===== src/sv/assert_macros.svh =====
// ---------------------------------------------------------------------------
// Assertion macros
// Shared concurrent assertion forms; they expand to nothing for synthesis.
// ---------------------------------------------------------------------------
`ifndef ASSERT_MACROS_SVH
`define ASSERT_MACROS_SVH

`ifndef SYNTHESIS

// Same-cycle implication, checked at every rising edge outside reset.
`define ASSERT_IMPLY(label, clk, rst, ante, cons) \
   label: assert property (@(posedge clk) disable iff (rst) (ante) |-> (cons)) \
      else $error("assertion failed");

// Next-cycle implication, checked at every rising edge outside reset.
`define ASSERT_NEXT(label, clk, rst, ante, cons) \
   label: assert property (@(posedge clk) disable iff (rst) (ante) |=> (cons)) \
      else $error("assertion failed");

`else

`define ASSERT_IMPLY(label, clk, rst, ante, cons)
`define ASSERT_NEXT(label, clk, rst, ante, cons)

`endif

`endif


===== src/sv/bmed_pkg.sv =====
// ---------------------------------------------------------------------------
// bmed_pkg
// Types and fixed constants of the binary erosion and dilation unit.
// ---------------------------------------------------------------------------
`timescale 1ns / 1ps

package bmed_pkg;

   localparam int WORD_W             = 64;
   localparam int ROW_OUT_W          = 12;
   localparam int COL_OUT_W          = 6;
   localparam int KERNEL_RADIUS_LIMIT = 3;

   localparam int CSR_INDEX_W = 4;
   localparam int CSR_DATA_W  = 13;

   localparam int RSP_FIFO_DEPTH = 8;
   localparam int RSP_FIFO_PTR_W = 3;
   localparam int RSP_FIFO_CNT_W = 4;

   typedef enum logic [CSR_INDEX_W-1:0] {
      CSR_DILATE_MODE   = 4'd0,
      CSR_KERNEL_RADIUS = 4'd1,
      CSR_WIDTH_WORDS   = 4'd2,
      CSR_HEIGHT_ROWS   = 4'd3
   } csr_index_type;

   typedef struct packed {
      logic [WORD_W-1:0] pixel_word;
   } req_payload_type;

   typedef struct packed {
      logic [WORD_W-1:0]    out_word;
      logic [ROW_OUT_W-1:0] out_row;
      logic [COL_OUT_W-1:0] out_col;
      logic                 image_end;
   } rsp_payload_type;

   // Operation and kernel size as seen by the lanes and the merge stage.
   typedef struct packed {
      logic       dilate;
      logic [1:0] radius;
   } morph_ctrl_type;

endpackage


===== src/sv/bmed_line_ram.sv =====
// ---------------------------------------------------------------------------
// bmed_line_ram
// One row of the line store: one write port, one registered read port.
// ---------------------------------------------------------------------------
`timescale 1ns / 1ps

module bmed_line_ram #(
   parameter int DEPTH  = 64,
   parameter int ADDR_W = 6
) (
   input  logic                        clock,
   input  logic                        wr_en,
   input  logic [ADDR_W-1:0]           wr_addr,
   input  logic [bmed_pkg::WORD_W-1:0] wr_data,
   input  logic                        rd_en,
   input  logic [ADDR_W-1:0]           rd_addr,
   output logic [bmed_pkg::WORD_W-1:0] rd_data
);
   import bmed_pkg::*;

   logic [WORD_W-1:0] mem [DEPTH];
   logic [WORD_W-1:0] rd_data_ff;

   always_ff @(posedge clock) begin
      if (wr_en) begin
         mem[wr_addr] <= wr_data;
      end
      if (rd_en) begin
         rd_data_ff <= mem[rd_addr];
      end
   end

   assign rd_data = rd_data_ff;

endmodule


===== config.mk =====
export PLATFORM = sky130hd
export DESIGN_NAME = bmed_line_ram
export DESIGN_NICKNAME = d
export VERILOG_FILES = /design/src/sv/assert_macros.svh /design/src/sv/bmed_pkg.sv /design/src/sv/bmed_line_ram.sv
export SDC_FILE = /design/constraint.sdc
export NUM_CORES = 2
export LEC_CHECK = 0
export BUFFER_PORTS_ARGS = -buffer_cell sky130_fd_sc_hd__buf_4
export CORE_ASPECT_RATIO = 1.5
export CORE_UTILIZATION = 45
export CTS_CLUSTER_DIAMETER = 60
export DETAILED_ROUTE_END_ITERATION = 16
export PLACE_DENSITY = 0.63
export SYNTH_ARGS = -nofsm -noshare
export SYNTH_HDL_FRONTEND = slang
export SYNTH_SLANG_ARGS = --single-unit

===== constraint.sdc =====
create_clock -name clock -period 20.5 [get_ports clock]
set_input_delay 4.1 -clock clock [delete_from_list [all_inputs] [get_ports clock]]
set_output_delay 4.1 -clock clock [all_outputs]
set_load 0.005 [all_outputs]

# After elaboration in Yosys (flattened, before gate mapping)
# Memories as Yosys holds them, arrays and structs flattened. A register that Yosys moved wholly into a read port is not among the register bits.
# Cells that the tools add are included.
# word_totals
regBits	0
mem_bits_rw	4096
input_bits	79
output_inout_bits	64
elab_cells	3
mem_count	1
# mem_list
memory	depth	word_bits	read_ports	rd_clocked_by_memory_dff	write_ports	line	text
mem	64	64	1	1	1	bmed_line_ram.sv:21	logic [WORD_W-1:0] mem [DEPTH];
# op_classes
muxes	2
# ops
op	n
two-way mux 1 bit	2

# Logic depth before layout (Yosys ltp)
# depth
word_depth	2
ltp_mapped	9
ltp_nobuf	5

# Least setup slack after synthesis
# OpenSTA, ideal clock, no wires.
# synth_timing
kind	input to register
start	in wr_addr[3]
end	mem mem[48][0] (enable)
setup_time_ps	564
t_arrival_ps	8972
required_ps	19936
path_slack_ps	10964
stages	4
path_buffers	1
path_cell_list	clkbuf_1 -> nor2b_1 -> nand4b_1 -> nor3_1
# synth_rtl
element	line	text
from (decl)	bmed_line_ram.sv:13	input logic [ADDR_W-1:0] wr_addr,
to (decl)	bmed_line_ram.sv:21	
# Straight into the memory's write port.

==> impl_summary.log <==
INFO  metric finalSetupViolations = 0
INFO  metric final_net_count = 7,022
INFO  metric num_rows = 265
INFO  metric finalClockSkew = 0.0325 ns
INFO  metric cts-resized-gates = 0
INFO  metric final_layout_fill_cell_count = 26,500
INFO  metric clock_latency = 0.93 ns
INFO  metric postRouteWirelength = 435 mm
INFO  metric cp-start-kind = primary input
INFO  metric post-route-period-util = 41.3%
INFO  metric post_dp_cell_area = 0.164 mm2
INFO  metric tritoncts = yes
INFO  metric first_iter_violations = 9,805
INFO  metric cts_root_buffer = sky130_fd_sc_hd__clkbuf_16
INFO  metric timing_worst_setup_path_type = primary input to register
INFO  metric grt_start_max_net_pins = 139
INFO  metric yosys_register_bits = 4,160
INFO  metric worst_supply_voltage_drop_on_vdd = 0.0701 mV
INFO  metric vias_in_the_first_global_route = 76,400
INFO  metric h-tree-depth = 5
INFO  metric most_prevalent_standard_cell_on_the_critical_path = sky130_fd_sc_hd__buf_4
INFO  metric maxCapViolCount = 0
INFO  metric finalMaxSlewViolations = 0
INFO  metric grt_setup_unrepaired = no
INFO  metric avgViaCountPerCell = 6.40
INFO  metric cts_inserted_buffers = 372
INFO  metric netSwitchingFraction = 21.0%
INFO  metric slew_headroom = 17.1%
INFO  metric dominantRegCellSynth = sky130_fd_sc_hd__edfxtp_1
INFO  metric gr-total-overflow = 0
INFO  metric worstSetupEndpointType = register
INFO  metric grt_pass1_wl = 605 mm
INFO  metric antenna_found_initial = 37
INFO  metric clkPwrFrac = 40.7%
INFO  metric total_leakage_power = 0.0543 uW
INFO  metric cts_post_setup_buffers_inserted = 0
INFO  metric place.gp.congestion = 0.780
INFO  metric final-hold-violation-count = 0
INFO  metric final_common_cell = sky130_fd_sc_hd__edfxtp_1
INFO  metric path_max_fanout = 91
INFO  metric asyncSetResetFlopFracSynth = 0%
INFO  metric wl_per_cell = 36.9 um
INFO  metric internal_power = 13,600 uW
INFO  metric hold_fix_buffer_count_after_cts = 0
INFO  metric synth_edf_count = 4,160
INFO  metric final_cell_mix = sky130_fd_sc_hd__edfxtp_1, sky130_fd_sc_hd__mux4_2, sky130_fd_sc_hd__clkbuf_16, sky130_fd_sc_hd__buf_4, sky130_fd_sc_hd__a22oi_1
INFO  metric postSynthNetCount = 6,677
INFO  metric syn_area = 0.157 mm2
INFO  metric maximum_clock_frequency = 0.118 GHz
INFO  metric netSwitchingPower = 3630 uW
INFO  metric layout-area-overhead-vs-synth = 12.2%
INFO  metric power_density = 98.0 mW/mm2
INFO  metric pwr-share-seq = 54.8%
INFO  metric synth_area_per_cell = 23.8 um2
INFO  metric drt_first_pass_iters = 6
INFO  metric worstPathArrival = 9.07 ns
INFO  metric hp-class = register to register
INFO  metric post_synth_main_area_contributors = sky130_fd_sc_hd__edfxtp_1, sky130_fd_sc_hd__mux4_2, sky130_fd_sc_hd__mux2i_1, sky130_fd_sc_hd__a22oi_1, sky130_fd_sc_hd__buf_2
INFO  metric synth_top_area_share = 79.6%
INFO  metric synth_seq_area_share = 79.6%
INFO  metric floorplan.initialDensity = 45.2%
INFO  metric vias = 75,500
INFO  metric fp.coreArea = 0.347 mm2
INFO  metric clkSlewWorstSetupHoldPaths = 0.06 ns
INFO  metric io_pins = 143
INFO  metric layout_min_cycle_time = 8.46 ns
INFO  metric clock_tree_sinks = 4,160
INFO  metric count_of_nets_left_with_antenna_violations_after_detail_routing = 0
INFO  metric timing.critical_path.max_delay_family = buffers and inverters
INFO  metric detailed_route_drc_error_count = 0
INFO  metric path_cells = buf_8 -> buf_4 -> buf_4 -> buf_4 -> mux4_2 -> or3_1 -> a41oi_1 -> a211oi_1
INFO  metric area_of_the_die = 0.351 mm2
INFO  metric post_route_cells_drive_above_1_share = 27.8%
INFO  metric cell_count_after_synthesis = 6,598
INFO  metric worst-slew-pin-transition = 1.24 ns
INFO  metric worstPathBufferInverterCount = 4
INFO  metric final_area = 0.176 mm2
INFO  metric cts_buffer_depth = 4
INFO  metric outcome = finished clean
INFO  metric yosys_warnings = 0
INFO  metric cp_slowest_cell = sky130_fd_sc_hd__buf_4
INFO  metric slowest_delay = 0.95 ns
INFO  metric synthDistinctLibCells = 32
INFO  metric combPwrFrac = 4.5%
INFO  metric worst-r2r-setup-slack = 18.14 ns
INFO  metric fin_tns_setup = 0 ns
INFO  metric post_synth_top_area_cell = sky130_fd_sc_hd__edfxtp_1
INFO  metric place.detailed.hpwl = 230 mm
INFO  metric die-width = 484 um
INFO  metric portBuffers = 142
INFO  metric grt_use_total = 24.7%
INFO  metric critPathRequiredTime = 21.10 ns
INFO  metric die_y = 725 um
[path summary, 6_finish.rpt]
path,end,startpoint,cells after the start
hold reg to reg,rd_data[18],mem[39][18],4
hold / removal,rd_data[18],mem[39][18],4
setup / recovery,rd_data[41],rd_addr[1],8
setup reg to reg,rd_data[15],mem[59][15],5
[synth_stat cells, types with 2 or more instances]
library cell / instances
sky130_fd_sc_hd__nand2b_1: 11
sky130_fd_sc_hd__edfxtp_1: 4160
sky130_fd_sc_hd__and2_1: 3
sky130_fd_sc_hd__inv_1: 19
sky130_fd_sc_hd__buf_6: 6
sky130_fd_sc_hd__nand3b_1: 2
sky130_fd_sc_hd__mux2i_1: 135
sky130_fd_sc_hd__mux4_2: 1024
sky130_fd_sc_hd__a22oi_1: 168
sky130_fd_sc_hd__nor2b_1: 28
sky130_fd_sc_hd__a31oi_1: 18
sky130_fd_sc_hd__nand3_1: 45
sky130_fd_sc_hd__a211oi_1: 63
sky130_fd_sc_hd__or2_2: 28
sky130_fd_sc_hd__nor3_1: 2
sky130_fd_sc_hd__nand2_1: 58
sky130_fd_sc_hd__nor2_1: 112
sky130_fd_sc_hd__a22o_1: 88
sky130_fd_sc_hd__buf_2: 170
sky130_fd_sc_hd__nand4_1: 2
sky130_fd_sc_hd__clkbuf_1: 140
sky130_fd_sc_hd__or3_1: 29
sky130_fd_sc_hd__a2bb2oi_1: 19
sky130_fd_sc_hd__buf_1: 20
sky130_fd_sc_hd__buf_4: 34
sky130_fd_sc_hd__a41oi_1: 26
sky130_fd_sc_hd__o22ai_1: 83
sky130_fd_sc_hd__and3_1: 64
sky130_fd_sc_hd__o221ai_1: 38
[registers in the layout, summed over array words and instances (netlist names)]
signal and count:
mem 4096, rd_data 64
[layer usage]
layer | global-route usage, % | part of all wire, %
met1 | 31.8 | 36
met2 | 43.0 | 52
met5 | 0 | 0.019
met4 | 7.78 | 3.5
met3 | 3.63 | 8.4
[logic make-up (layout without fill, tap and decap cells)]
logic type      Yosys count  count (layout)  share of synthesized area (%)
flops                  4160            4160                           79.6
compound gates          504             504                           2.47
simple gates            386             386                           1.23
buf+inv                 389            1034                           1.18
mux                    1159            1159                           15.6
other cells               0               6                              0
[worst min-delay path: cells and delay by family, from the launching register on]
kind | cells | cell delay [ns]
compound gates | 1 | 0.06
simple gates | 2 | 0.22
mux | 1 | 0.22
flops | 1 | 0.31
[cell type report]
type                            instances  area [um2]  share of cell area [%]
Tap cell                             4539        5680                    3.22
Clock inverter                        231        2290                    1.30
Inverter                               19        71.3                  0.0405
Clock buffer                          443        9790                    5.56
Sequential cell                      4160      125000                    70.9
Timing Repair Buffer                  341        2650                    1.50
Multi-Input combinational cell       2049       30800                    17.5
Antenna cell                            6        15.0                 0.00852
[through the flow]
step / setup WS, ns / instances / hold WS (ns) / total power (uW) / util (%)
5_1_grt: 11.92 / 11800 / 0.948 / 17700 / 50.8
3_5_place_dp: 11.21 / 11100 / 0.915 / 10400 / 47.3
6_report: 12.04 / 11800 / 0.917 / 17300 / 50.8
2_1_floorplan: 10.96 / 6598 / 0.865 / 10100 / -
4_1_cts: 12.22 / 11800 / 0.922 / 17400 / 50.8
3_3_place_gp: 11.24 / 11100 / 0.908 / 10400 / 47.3
[power by group through the flow]
stage / Sequential, uW / Clock [uW] / Combinational (uW)
2_1_floorplan: 9630 / 0 / 439
3_3_place_gp: 9650 / 0 / 772
3_5_place_dp: 9650 / 0 / 787
4_1_cts: 9460 / 7120 / 788
5_1_grt: 9460 / 7400 / 823
6_report: 9460 / 7030 / 779
Note: power is estimated with default switching activity, not from simulation.
