<file path="config.mk">
export PLATFORM = sky130hd
export DESIGN_NAME = bmed_lane
export DESIGN_NICKNAME = d
export VERILOG_FILES = /design/src/sv/assert_macros.svh /design/src/sv/bmed_pkg.sv /design/src/sv/bmed_lane.sv
export SDC_FILE = /design/constraint.sdc
export NUM_CORES = 1
export LEC_CHECK = 0
export BUFFER_PORTS_ARGS = -buffer_cell sky130_fd_sc_hd__clkbuf_2
export CAP_MARGIN = 20
export CORE_UTILIZATION = 50
export DETAILED_ROUTE_END_ITERATION = 10
export GPL_ROUTABILITY_DRIVEN = 0
export PLACE_DENSITY = 0.79
export SLEW_MARGIN = 20
export SYNTH_ARGS = -nofsm -noshare
export SYNTH_HDL_FRONTEND = slang
export SYNTH_SLANG_ARGS = --single-unit
</file>
<file path="constraint.sdc">
create_clock -name clock -period 1.7 [get_ports clock]
set_input_delay 0.34 -clock clock [delete_from_list [all_inputs] [get_ports clock]]
set_output_delay 0.34 -clock clock [all_outputs]
set_load 0.03 [all_outputs]
</file>
<file path="src/sv/assert_macros.svh">
// ---------------------------------------------------------------------------
// Assertion macros
// Shared concurrent assertion forms; they expand to nothing for synthesis.
// ---------------------------------------------------------------------------
`ifndef ASSERT_MACROS_SVH
`define ASSERT_MACROS_SVH

`ifndef SYNTHESIS

// Same-cycle implication, checked at every rising edge outside reset.
`define ASSERT_IMPLY(label, clk, rst, ante, cons) \
   label: assert property (@(posedge clk) disable iff (rst) (ante) |-> (cons)) \
      else $error("assertion failed");

// Next-cycle implication, checked at every rising edge outside reset.
`define ASSERT_NEXT(label, clk, rst, ante, cons) \
   label: assert property (@(posedge clk) disable iff (rst) (ante) |=> (cons)) \
      else $error("assertion failed");

`else

`define ASSERT_IMPLY(label, clk, rst, ante, cons)
`define ASSERT_NEXT(label, clk, rst, ante, cons)

`endif

`endif

</file>
<file path="src/sv/bmed_pkg.sv">
// ---------------------------------------------------------------------------
// bmed_pkg
// Types and fixed constants of the binary erosion and dilation unit.
// ---------------------------------------------------------------------------
`timescale 1ns / 1ps

package bmed_pkg;

   localparam int WORD_W             = 64;
   localparam int ROW_OUT_W          = 12;
   localparam int COL_OUT_W          = 6;
   localparam int KERNEL_RADIUS_LIMIT = 3;

   localparam int CSR_INDEX_W = 4;
   localparam int CSR_DATA_W  = 13;

   localparam int RSP_FIFO_DEPTH = 8;
   localparam int RSP_FIFO_PTR_W = 3;
   localparam int RSP_FIFO_CNT_W = 4;

   typedef enum logic [CSR_INDEX_W-1:0] {
      CSR_DILATE_MODE   = 4'd0,
      CSR_KERNEL_RADIUS = 4'd1,
      CSR_WIDTH_WORDS   = 4'd2,
      CSR_HEIGHT_ROWS   = 4'd3
   } csr_index_type;

   typedef struct packed {
      logic [WORD_W-1:0] pixel_word;
   } req_payload_type;

   typedef struct packed {
      logic [WORD_W-1:0]    out_word;
      logic [ROW_OUT_W-1:0] out_row;
      logic [COL_OUT_W-1:0] out_col;
      logic                 image_end;
   } rsp_payload_type;

   // Operation and kernel size as seen by the lanes and the merge stage.
   typedef struct packed {
      logic       dilate;
      logic [1:0] radius;
   } morph_ctrl_type;

endpackage

</file>
<file path="src/sv/bmed_lane.sv">
// ---------------------------------------------------------------------------
// bmed_lane
// Horizontal reduction of one kernel row for both candidate result words.
// ---------------------------------------------------------------------------
`timescale 1ns / 1ps

module bmed_lane (
   input  logic                        clock,
   input  logic                        enable,
   input  bmed_pkg::morph_ctrl_type    ctrl,
   input  logic [bmed_pkg::WORD_W-1:0] left_word,
   input  logic [bmed_pkg::WORD_W-1:0] mid_word,
   input  logic [bmed_pkg::WORD_W-1:0] right_word,
   output logic [bmed_pkg::WORD_W-1:0] h_a,
   output logic [bmed_pkg::WORD_W-1:0] h_b
);
   import bmed_pkg::*;

   logic [WORD_W-1:0] h_a_ff;
   logic [WORD_W-1:0] h_b_ff;
   logic [WORD_W-1:0] h_a_in;
   logic [WORD_W-1:0] h_b_in;

   // Combine the centre word with its neighbours shifted in from either side,
   // one shift distance per kernel step.
   function automatic logic [WORD_W-1:0] hline(
      input logic [WORD_W-1:0] l,
      input logic [WORD_W-1:0] m,
      input logic [WORD_W-1:0] r,
      input logic [1:0]        radius,
      input logic              dilate
   );
      logic [WORD_W-1:0] acc;
      logic [WORD_W-1:0] from_r;
      logic [WORD_W-1:0] from_l;
      acc = m;
      for (int s = 1; s <= KERNEL_RADIUS_LIMIT; s++) begin
         from_r = (m << s) | (r >> (WORD_W - s));
         from_l = (m >> s) | (l << (WORD_W - s));
         if (s <= int'(radius)) begin
            acc = dilate ? (acc | from_r | from_l) : (acc & from_r & from_l);
         end
      end
      return acc;
   endfunction

   // The word to the left of the current column, and the word at the row end
   // whose right neighbour lies beyond the edge.
   always_comb begin
      h_a_in = hline(left_word, mid_word, right_word, ctrl.radius, ctrl.dilate);
      h_b_in = hline(mid_word, right_word, '0, ctrl.radius, ctrl.dilate);
   end

   always_ff @(posedge clock) begin
      if (enable) begin
         h_a_ff <= h_a_in;
         h_b_ff <= h_b_in;
      end
   end

   assign h_a = h_a_ff;
   assign h_b = h_b_ff;

endmodule

</file>
**Word-level counts from Yosys, hierarchy flattened**

Cells that the tools add are included.

- Register bits after elaboration: 128
- Latch bits: 0
- RAM bits: 0
- ROM bits: 0
- Word-level logic and storage cells: 50
- Memories: 0

- Add/sub/neg operators: 0
- Multipliers: 0
- Divide/modulo/power cells: 0
- $lt $le $gt $ge: 3
- Equal/unequal tests: 0
- Shift operators: 0
- Multiplexer cells: 12
- Bitwise logic cells: 33
- Reduce and logical (&&, ||, !) cells: 0

Operators with widths:

| operator | number |
|---|---|
| $and 64x64->64 | 12 |
| $mux 64 | 12 |
| $or 64x64->64 | 12 |
| $or 61x64->64 | 2 |
| $or 62x64->64 | 2 |
| $or 63x64->64 | 2 |
| $or 64x1->64 | 1 |
| $or 64x2->64 | 1 |
| $or 64x3->64 | 1 |
| $le 2x2->1 const A | 2 |
| $le 1x2->1 const A | 1 |

**Logic depth before layout (Yosys ltp)**

Gate-level depths: netlist of run 1.

- Depth after elaboration: 13
- Gate-level depth with buffers: 8
- Gate-level depth less buffers: 4

**Worst setup path after synthesis of run 1**

Ideal clock, no wire load.

- Path kind: input to register
- From: in ctrl[1] in the netlist's numbering
- To: reg h_a_ff[59] (netlist: h_a[59]), data pin
- Arrival time: 1.387 ns
- Path slack: 0.049 ns
- Stages: 7
- Buffers on the path: 3
- Cells stage by stage: buf_2 > nor2b_1 > buf_2 > buf_1 > nand2_1 > o221ai_1 > a21oi_1

- Longest elaborated chain between the ends: 10
- Elaborated cells between the ends (all ways): 16
- Classes of those cells: order compare (3); mux (5); bitwise (8)

RTL lines:

| element | line | text |
|---|---|---|
| start: declaration | bmed_lane.sv:10 | `input bmed_pkg::morph_ctrl_type ctrl,` |
| $le 1x2->1 | bmed_lane.sv:40 | `if (s <= int'(radius)) begin` |
| $mux 64 | bmed_lane.sv:40 |  |
| $and 64x64->64 or $or 64x64->64 (tied branches) (2 in a row) | bmed_lane.sv:41 | `acc = dilate ? (acc \| from_r \| from_l) : (acc & from_r & from_l);` |
| $mux 64 | bmed_lane.sv:41 |  |
| $mux 64 | bmed_lane.sv:40 |  |
| $and 64x64->64 or $or 64x64->64 (tied branches) (2 in a row) | bmed_lane.sv:41 |  |
| $mux 64 | bmed_lane.sv:41 |  |
| $mux 64 * | bmed_lane.sv:40 |  |
| named net h_a_in[59] | bmed_lane.sv:21 | `logic [WORD_W-1:0] h_a_in;` |
| end signal: assignment | bmed_lane.sv:56 | `h_a_ff <= h_a_in;` |
| end: declaration | bmed_lane.sv:19 | `logic [WORD_W-1:0] h_a_ff;` |

The timed path passes the listed nets; every way through them passes the cells marked *.
A chain may end at the register's enable or synchronous reset.

**Worst setup path in the final report of run 1**

- From: reg h_a_ff[1] (netlist: h_a[1])
- To: out h_a[1] in the netlist's numbering

RTL lines:

| element | line | text |
|---|---|---|
| end: declaration | bmed_lane.sv:14 | `output logic [bmed_pkg::WORD_W-1:0] h_a,` |

No word-level cell between the ends.

==> metrics.md, run 1 <==
| Metric | Value |
|---|---|
| Reg clk slew, reported paths | 60 ps |
| TritonCTS clock tree | done |
| Residual overflow from global routing | 0 |
| Maximum operating frequency | between 700 and 800 MHz |
| Cell breakdown of the critical path | clkbuf_2 |
| Sinks on the clock net | 128 |
| Post-detailed-routing wire length | 38980 µm |
| Fraction of registers with async set or reset after synthesis | 0 |
| DRC viols | 0 |
| Total negative slack | 0 ps |
| Biggest area consumer among synthesized cells | edfxtp_1 |
| Slowest stage cell, crit path | edfxtp_1 |
| LEAKAGE | 5.685 nW |
| Kind of end point of the critical path | output pin |
| Number of maximum-capacitance constraint violations | 0 |
| Count of final setup violators | 0 |
| Layer with the highest usage | met2 |
| Proportion of netlist area held by the largest area contributor | 0.3091 |
| Setup Fix Bufs, Post-CTS | 0 |
| Maximum buffer depth of the clock tree | 2 |
| Cell types occupying the most area after synthesis | edfxtp_1 (31%), nand2_1 (11%), a21oi_1 (10%) |
| Required time at the endpoint of the critical path | 1360 ps |
| Min Hold Slack | 310.6 ps |
| Type of the worst min-delay path | primary input to flip-flop |
| Remaining antenna violation count after routing | 0 |
| Most common cell after layout, fill and taps aside | nand2_1 |
| Clock root buffer | clkbuf_16 |
| Crit path kind | flip-flop to output pin |
| Run status | complete, no violations |
| Effective utilization at floorplan | 0.5099 |
| Placement Cell Area | 13910 µm² |
| Total area of sequential cells | 3844 µm² |
| DP HPWL | approximately 24000 µm |
| Die width | 159.7 µm |
| Number of standard-cell rows in the floorplan | 57 |
| Synth Area per Inst | 7.054 µm² |
| Final standard cell area without fillers | 14500 µm² |
| Wire length of the first global-routing pass | 62610 µm |
| Number of port buffers | 263 |
| Slew at the pin closest to its max-slew limit | approximately 410 ps |
| Max IR drop VDD | 0.0005333 V |
| Fraction of layout cells with a size suffix above 1 | 0.1797 |
| GR Layer Usage met2 | 0.4686 |
| Kind of start point of the critical path | flip-flop |
| Area of the die | 25510 µm² |
| Largest net degree at the start of global routing | 81 |
| Core outline area | 24390 µm² |
| Ports | 325 |
| Top library cells by usage in the layout, fill and taps aside | nand2_1 (375), clkbuf_2 (260), a21oi_1 (256), nor2_1 (252), edfxtp_1 (128) |
| DRC marker count from the first detailed-route iteration | 2120 |
| Critical path peak fanout | 1 |
| Crit-path leading delay family | flip-flops |
| Fraction of the core area covered by cells at the end of the flow | 0.5946 |
| Part of the Yosys area used for sequential elements | 0.3091 |
| Iteration count of the initial detailed-routing pass | 6 |
| Prevailing post-synth register cell | edfxtp_1 |
| Syn Std Cell Area | around 12000 µm² |
| Critical path data arrival time | 1060 ps |
| Count of pins over their slew limit | 0 |
| Placed cell count | between 2000 and 2500 |
| Seq cells post-synth | 128 |
| Unique masters post-synth | 30 |
| Met3 Resource Use GR | 0.05844 |
| Cell Pwr Density | 798.0 nW/µm² |
| DR vias/cell | 6.451 |
| Synthesized instance count | 1763 |
| RSZ-0062 raised after global routing | false |
| Post-synth EDFFs | approximately 130 |
| Number of resized instances in the post-cts repair step | 0 |
| Final nets | 2055 |
| Final period demand of the worst path | 1399 ps |
| Largest incremental delay on the critical path | 440 ps |
| Fill cells | around 2200 |
| Grt met1 use | 0.3956 |
| Fin crit share | 0.8232 |
| Via count | ~14000 |
| Total clock buffers created by CTS | 17 |
| Layout Area Growth over Synthesis | 16.62% |
| WL per Instance | 17.75 µm |
| Number of warning messages in the yosys log | 0 |
| Overall die height | around 160 µm |
| Depth of the CTS H-tree | 4 |
| Max-Slew Margin vs Limit | 0.7280 |
| Count of buffer and inverter cells on the critical path | 1 |
| Combined area of the multi-input logic cells | 7702 µm² |
| Number of global-route vias before repair | 12200 |
| Hold violation total from the final report | 0 |
| Cts-stage hold buffer count | 0 |
| Number of standard cells in the layout, taps in and fillers out | about 2200 |
| Total routing usage reported by global routing | 0.2939 |
| Synthesized netlist net count | 1960 |
| Number of antenna violations at the first check in global routing | 3 |
## per-stage QoR
stage                     total power, mW  setup slack [ps]
after global placement              7.689             19.44
after detailed placement            7.773            -51.42
after CTS                           11.58             293.7
after floorplan                     6.608             49.39
after global routing                12.06             260.8
final                               11.57             300.5
## flip-flops by register name (all words and copies together), names as in the netlist
name / flops
h_b: 64
h_a: 64
## area by class of cell
| cell class | count | area share |
|---|---|---|
| Tap cell | 324 | 0.02795 |
| Timing Repair Buffer | 302 | 0.1341 |
| Multi-Input combinational cell | 1406 | 0.5311 |
| Sequential cell | 128 | 0.2650 |
| Clock inverter | 14 | 0.01139 |
| Inverter | 3 | 0.0007764 |
| Clock buffer | 17 | 0.02933 |
| Antenna cell | 2 | 0.0003451 |
## metal layers
metal | routed length [µm] | share of wire | vias up
met5 | 34 | 0.00087 | -
met4 | 811 | 0.021 | 6
met3 | 4149 | 0.11 | 84
met2 | 18340 | 0.47 | 894
met1 | 15650 | 0.40 | 6597
li1 | - | - | 6586
## synthesized netlist by cell type, types with 11 or more instances
| cell | count |
|---|---|
| a21boi_0 | 66 |
| nor2_1 | 253 |
| o21a_1 | 126 |
| o221ai_1 | 122 |
| clkbuf_1 | 198 |
| a21boi_1 | 55 |
| a21oi_1 | 256 |
| o31ai_1 | 120 |
| nand2_1 | 375 |
| edfxtp_1 | 128 |
| buf_1 | 12 |
| buf_2 | 11 |
## report_power, final
| group | total [mW] | switching [mW] | internal [mW] |
|---|---|---|---|
| combinational | 3.72 | 2.51 | 1.21 |
| clock | 3.81 | 1.51 | 2.30 |
| sequential | 4.04 | 0.116 | 3.93 |
| total | 11.6 | 4.13 | 7.44 |
## cell families after synthesis
family | after synthesis | synth area share
AO/OA/AOI/OAI | 770 | 0.4241
AND/OR/NAND/NOR | 636 | 0.1936
buffers and inverters | 229 | 0.07324
flip-flops | 128 | 0.3091
## final timing paths
path | startpoint | to | cells after the start
setup / recovery | h_a[1]$_DFFE_PP_ | h_a[1] | 1
hold / removal | left_word[2] | h_a[63]$_DFFE_PP_ | 3
Power figures use the tool's default switching activity.
==> run 2, diff against run 1 <==
--- a/config.mk
+++ b/config.mk
@@ -5,12 +5,13 @@
 export SDC_FILE = /design/constraint.sdc
 export NUM_CORES = 1
 export LEC_CHECK = 0
+export ABC_AREA = 1
 export BUFFER_PORTS_ARGS = -buffer_cell sky130_fd_sc_hd__clkbuf_2
 export CAP_MARGIN = 20
-export CORE_UTILIZATION = 50
+export CORE_UTILIZATION = 53
 export DETAILED_ROUTE_END_ITERATION = 10
 export GPL_ROUTABILITY_DRIVEN = 0
-export PLACE_DENSITY = 0.79
+export PLACE_DENSITY = 0.8
 export SLEW_MARGIN = 20
 export SYNTH_ARGS = -nofsm -noshare
 export SYNTH_HDL_FRONTEND = slang
==> constraint.sdc (replaced) <==
create_clock -name clock -period 1.36 [get_ports clock]
set_input_delay 0.272 -clock clock [delete_from_list [all_inputs] [get_ports clock]]
set_output_delay 0.272 -clock clock [all_outputs]
set_load 0.03 [all_outputs]
==> run 2 against run 1 <==
Critical path depth did not move. Worst hold slack got worse by 150 ps. Synthesized cell count rose by 17%. Total power rose by 25%. Cell count rose by 20%. Setup slack got worse by 270 ps. Sequential share of layout area fell by 0.49 points. Non-clock buffer count rose by 42. Combinational power rose by 30%. Sequential power rose by 26%. Global-route usage rose by 5.3 points. Routed wire length rose by 6.4%. Largest cell class unchanged. Largest power group unchanged. Highest routed layer is now met4.
==> metrics.md, run 2 <==
| Metric | Value |
|---|---|
| Core outline area | 22090 µm² |
| LEAKAGE | 7.733 nW |
| Hold violation total from the final report | 0 |
| Proportion of netlist area held by the largest area contributor | 0.3358 |
| Prevailing post-synth register cell | edfxtp_1 |
| Sw Share | 0.3750 |
| Largest incremental delay on the critical path | 420 ps |
| Final period demand of the worst path | between 1000 and 1500 ps |
| DRC marker count from the first detailed-route iteration | 1893 |
| Fraction of registers with async set or reset after synthesis | 0 |
| Kind of end point of the critical path | output pin |
| Uppermost metal layer occupied by signal nets | met4 |
| Max IR drop VDD | 0.0006674 V |
| Part of the Yosys area used for sequential elements | 0.3187 |
| Largest net degree at the start of global routing | 70 |
| Top cell types by occurrence after synthesis | nand2_1 (1079), o21ai_0 (480), inv_1 (131) |
| Critical path data arrival time | about 1100 ps |
| Total routing usage reported by global routing | 0.3466 |
| Worst setup slack after layout | 28.76 ps |
| Count of final setup violators | 0 |
| Synth Area per Inst | 5.829 µm² |
| Count of buffer and inverter cells on the critical path | 1 |
| WL per Instance | ~16 µm |
| Number of global-route vias before repair | 13820 |
| Residual overflow from global routing | 0 |
| Slew at the pin closest to its max-slew limit | between 300 and 400 ps |
| Length of routed wiring on met1 | around 16000 µm |
| DRC viols | 0 |
| Synthesized netlist net count | roughly 2300 |
| Layout Area Growth over Synthesis | 22.54% |
| Required time at the endpoint of the critical path | roughly 1100 ps |
| Top library cells by usage in the layout, fill and taps aside | nand2_1 (1079), o21ai_0 (480), clkbuf_2 (261), inv_1 (131), edfxtp_1 (128) |
| Fraction of power consumed by sequential logic | 0.353 |
| DP HPWL | roughly 29000 µm |
| Power, Total | about 14 mW |
| Biggest area consumer among synthesized cells | nand2_1 |
| TritonCTS clock tree | done |
| Unique masters post-synth | 21 |
| Wire length of the first global-routing pass | 67260 µm |
| Via count | 15460 |
| Share of power burned in the clock network | 0.311 |
| Count of pins over their slew limit | 0 |
| Effective utilization at floorplan | 0.5459 |
| Cell breakdown of the critical path | clkbuf_2 |
| Setup Fix Bufs, Post-CTS | 0 |
| Number of standard-cell rows in the floorplan | 54 |
| DR vias/cell | between 5 and 6 |
| Fraction of layout cells with a size suffix above 1 | 0.1625 |
| Net Switching | 5.421 mW |
| RSZ-0062 raised after global routing | true |
| Most common cell after layout, fill and taps aside | nand2_1 |
| Fin crit share | 0.9789 |
| Iteration count of the initial detailed-routing pass | 6 |
| Total clock buffers created by CTS | 17 |
| Cell types occupying the most area after synthesis | nand2_1 (34%), edfxtp_1 (32%), o21ai_0 (20%) |
| Post-synth EDFFs | about 130 |
| Final nets | 2542 |
| Remaining antenna violation count after routing | 0 |
| Max-Slew Margin vs Limit | 0.7410 |
| Die width | 152.9 µm |
| Number of antenna violations at the first check in global routing | 2 |
| Int Pwr | 9.035 mW |
| Syn Std Cell Area | 12060 µm² |
| Number of port buffers | 263 |
| Total negative slack | 0 ps |
| Cell Pwr Density | 978.1 nW/µm² |
| Fill cells | 2037 |
| Share of power burned in combinational logic | 0.336 |
| Critical path peak fanout | 1 |
| Run status | complete, no violations |
| Maximum operating frequency | 751.2 MHz |
| Maximum buffer depth of the clock tree | 2 |
| Min Hold Slack | approximately 160 ps |
| Number of maximum-capacitance constraint violations | 0 |
| Clock root buffer | clkbuf_16 |
| Most repeated cell in the gate-level netlist after synthesis | nand2_1 |
| Type of the worst min-delay path | primary input to flip-flop |
| Overall die height | 152.9 µm |
| Area of the die | ~23000 µm² |
| Crit path kind | flip-flop to output pin |
| Synthesized instance count | 2069 |
| Reg clk slew, reported paths | 60 ps |
| Sinks on the clock net | 128 |
| Pre-CTS setup slack | -333.4 ps |
| Wire length on met3 | 5101 µm |
| Seq cells post-synth | 128 |
| Met2 WL post-DR | 19310 µm |
| Slowest stage cell, crit path | edfxtp_1 |
| Kind of start point of the critical path | flip-flop |
| Crit-path leading delay family | flip-flops |
| Post-detailed-routing wire length | 41490 µm |
| Depth of the CTS H-tree | 4 |
| Number of warning messages in the yosys log | 0 |
| Ports | 325 |
-- run 2: layer usage --
metal / up-vias / GRT usage
li1: 7361 / -
met4: 0 / 0.1289
met5: - / 0
met1: 6823 / 0.4546
met3: 141 / 0.07400
met2: 1132 / 0.5618
-- run 2: cell families after synthesis --
family                 Yosys count  share of synthesized area
AND/OR/NAND/NOR               1085                     0.3406
AO/OA/AOI/OAI                  634                     0.2635
flip-flops                     128                     0.3187
buffers and inverters          222                    0.07719
-- run 2: final cells by class --
type	count	area (µm²)	area share
multi-input cells	1719	7308	0.4945
clock buffers	18	429.2	0.02904
well taps	280	350.3	0.02370
clock inverters	13	122.6	0.008297
inverters	135	506.7	0.03429
repair buffers	344	2213	0.1498
diodes	2	5.005	0.0003386
flip-flops and latches	128	3844	0.2601
-- run 2: timing repair --
item,4_1_cts,5_1_grt
setup endpoints to repair,0,2
hold buffers,0,0
resized for setup,0,8
-- run 2: worst paths after layout --
check                            start  cells past startpoint                end
worst max-delay path  h_b[1]$_DFFE_PP_                      1             h_b[1]
worst min-delay path      left_word[2]                      3  h_a[63]$_DFFE_PP_
-- run 2: per-stage QoR --
step	instance area, µm²	utilization	cells
after detailed placement	14180	0.6416	2605
after global placement	14180	0.6416	2605
after CTS	14730	0.6666	2636
after global routing	14780	0.6688	2638
after floorplan	12060	-	2069
final	14780	0.6689	2639
-- run 2: power by group through the flow --
stage / Combinational, mW / Sequential (mW) / Clock (mW)
2_1_floorplan: 1.97 / 6.13 / 0
3_3_place_gp: 4.64 / 5.18 / 0
3_5_place_dp: 4.72 / 5.18 / 0
4_1_cts: 4.75 / 5.11 / 4.52
5_1_grt: 5.30 / 5.15 / 4.67
6_report: 4.85 / 5.11 / 4.50
==> run 3, diff against run 2 <==
--- a/config.mk
+++ b/config.mk
@@ -7,10 +7,10 @@
 export LEC_CHECK = 0
 export ABC_AREA = 1
 export BUFFER_PORTS_ARGS = -buffer_cell sky130_fd_sc_hd__clkbuf_2
-export CAP_MARGIN = 20
 export CORE_UTILIZATION = 53
 export DETAILED_ROUTE_END_ITERATION = 10
 export GPL_ROUTABILITY_DRIVEN = 0
+export MAX_ROUTING_LAYER = met4
 export PLACE_DENSITY = 0.8
 export SLEW_MARGIN = 20
 export SYNTH_ARGS = -nofsm -noshare
==> run 3 against run 2 <==
First-iteration DRC count decreased by 2.3%. Critical path depth unchanged. Largest power group unchanged. Die area unchanged.
==> metrics.md, run 3 (same netlist as run 2, synthesis figures left out) <==
| Metric | Value |
|---|---|
| Number of global-route vias before repair | between 10000 and 15000 |
| Post-detailed-routing wire length | ~42000 µm |
| Number of resized instances in the post-cts repair step | 0 |
| Critical path data arrival time | 1060 ps |
| RSZ-0062 raised after global routing | true |
| TritonCTS clock tree | done |
| Number of port buffers | 263 |
| Crit-path leading delay family | flip-flops |
| Remaining antenna violation count after routing | 0 |
| Area of the die | approximately 23000 µm² |
| Run status | complete, no violations |
| Core outline area | 22090 µm² |
| Number of antenna violations at the first check in global routing | 2 |
| Reg clk slew, reported paths | 60 ps |
| Layout Area Growth over Synthesis | 22.61% |
| Count of buffer and inverter cells on the critical path | 1 |
| Most common cell after layout, fill and taps aside | nand2_1 |
| Ports | 325 |
| Iteration count of the initial detailed-routing pass | 8 |
| Die width | around 150 µm |
| Fraction of the core area covered by cells at the end of the flow | 0.6693 |
| Crit path kind | flip-flop to output pin |
| Top library cells by usage in the layout, fill and taps aside | nand2_1 (1079), o21ai_0 (480), clkbuf_2 (261), inv_1 (131), edfxtp_1 (128) |
| Total negative slack | 0 ps |
| Fin crit share | 0.9807 |
| DP HPWL | 28610 µm |
| Type of the worst min-delay path | primary input to flip-flop |
| Clock root buffer | clkbuf_16 |
| Setup Fix Bufs, Post-CTS | 0 |
| Slowest stage cell, crit path | edfxtp_1 |
| Count of pins over their slew limit | 0 |
| Wire length of the first global-routing pass | 67370 µm |
| Number of maximum-capacitance constraint violations | 0 |
| DRC viols | 0 |
| Maximum operating frequency | 749.8 MHz |
| WL per Instance | 15.73 µm |
| Sinks on the clock net | 128 |
| Effective utilization at floorplan | 0.5459 |
| Cts-stage hold buffer count | 0 |
| Count of final setup violators | 0 |
| Placed cell count | 2605 |
| Final nets | 2542 |
| DRC marker count from the first detailed-route iteration | 1849 |
| Via count | 15360 |
| Hold violation total from the final report | 0 |
| Required time at the endpoint of the critical path | 1090 ps |
| Total routing usage reported by global routing | 0.3579 |
| Power, Total | 14.46 mW |
| Kind of end point of the critical path | output pin |
| Final period demand of the worst path | 1334 ps |
| Max-Slew Margin vs Limit | 0.7389 |
| Fill cells | ~2000 |
| Number of standard cells in the layout, taps in and fillers out | 2639 |
| Total clock buffers created by CTS | 17 |
| Cell Pwr Density | 977.9 nW/µm² |
| Slew at the pin closest to its max-slew limit | between 300 and 400 ps |
| Cell breakdown of the critical path | clkbuf_2 |
| Largest incremental delay on the critical path | 420 ps |
| Min Hold Slack | 163.9 ps |
| Fraction of layout cells with a size suffix above 1 | 0.1633 |
| Number of standard-cell rows in the floorplan | 54 |
| Largest net degree at the start of global routing | 70 |
| DR vias/cell | 5.822 |
| Kind of start point of the critical path | flip-flop |
| Overall die height | 152.9 µm |
| Depth of the CTS H-tree | 4 |
| Max IR drop VDD | 0.0006735 V |
| LEAKAGE | 7.734 nW |
| Critical path peak fanout | 1 |
| Residual overflow from global routing | 0 |
| Maximum buffer depth of the clock tree | 2 |
[run 3: where the power goes]
| group | switching, mW | leakage, nW | internal [mW] |
|---|---|---|---|
| Combinational | 3.42 | 6.23 | 1.43 |
| Sequential | 0.153 | 1.25 | 4.95 |
| Clock | 1.85 | 0.254 | 2.65 |
[run 3: layer usage]
metal	vias up	GRT usage	part of all wire
li1	7355	-	-
met1	6720	0.4589	0.38
met2	1154	0.5603	0.46
met3	135	0.06946	0.13
met4	0	0.1332	0.026
met5	-	-	0
[run 3: final cells by class]
| cell class | instances | area, µm² | area share |
|---|---|---|---|
| Sequential cell | 128 | 3844 | 0.2599 |
| Antenna cell | 2 | 5.005 | 0.0003385 |
| Timing Repair Buffer | 344 | 2213 | 0.1497 |
| Clock inverter | 13 | 122.6 | 0.008292 |
| Inverter | 135 | 506.7 | 0.03427 |
| Multi-Input combinational cell | 1719 | 7316 | 0.4948 |
| Clock buffer | 18 | 429.2 | 0.02902 |
| Tap cell | 280 | 350.3 | 0.02369 |
[run 3: path summary, 6_finish.rpt]
path	slack [ps]	cells after the start	start	to
setup / recovery	30	1	h_a[27]$_DFFE_PP_	h_a[27]
hold / removal	160	3	left_word[2]	h_a[63]$_DFFE_PP_
[run 3: per-stage QoR]
step	area, µm²	worst slack [ps]
6_report	14790	26.23
4_1_cts	14730	15.82
2_1_floorplan	12060	1.715
3_3_place_gp	14180	-286.0
3_5_place_dp	14180	-333.4
5_1_grt	14790	-73.52
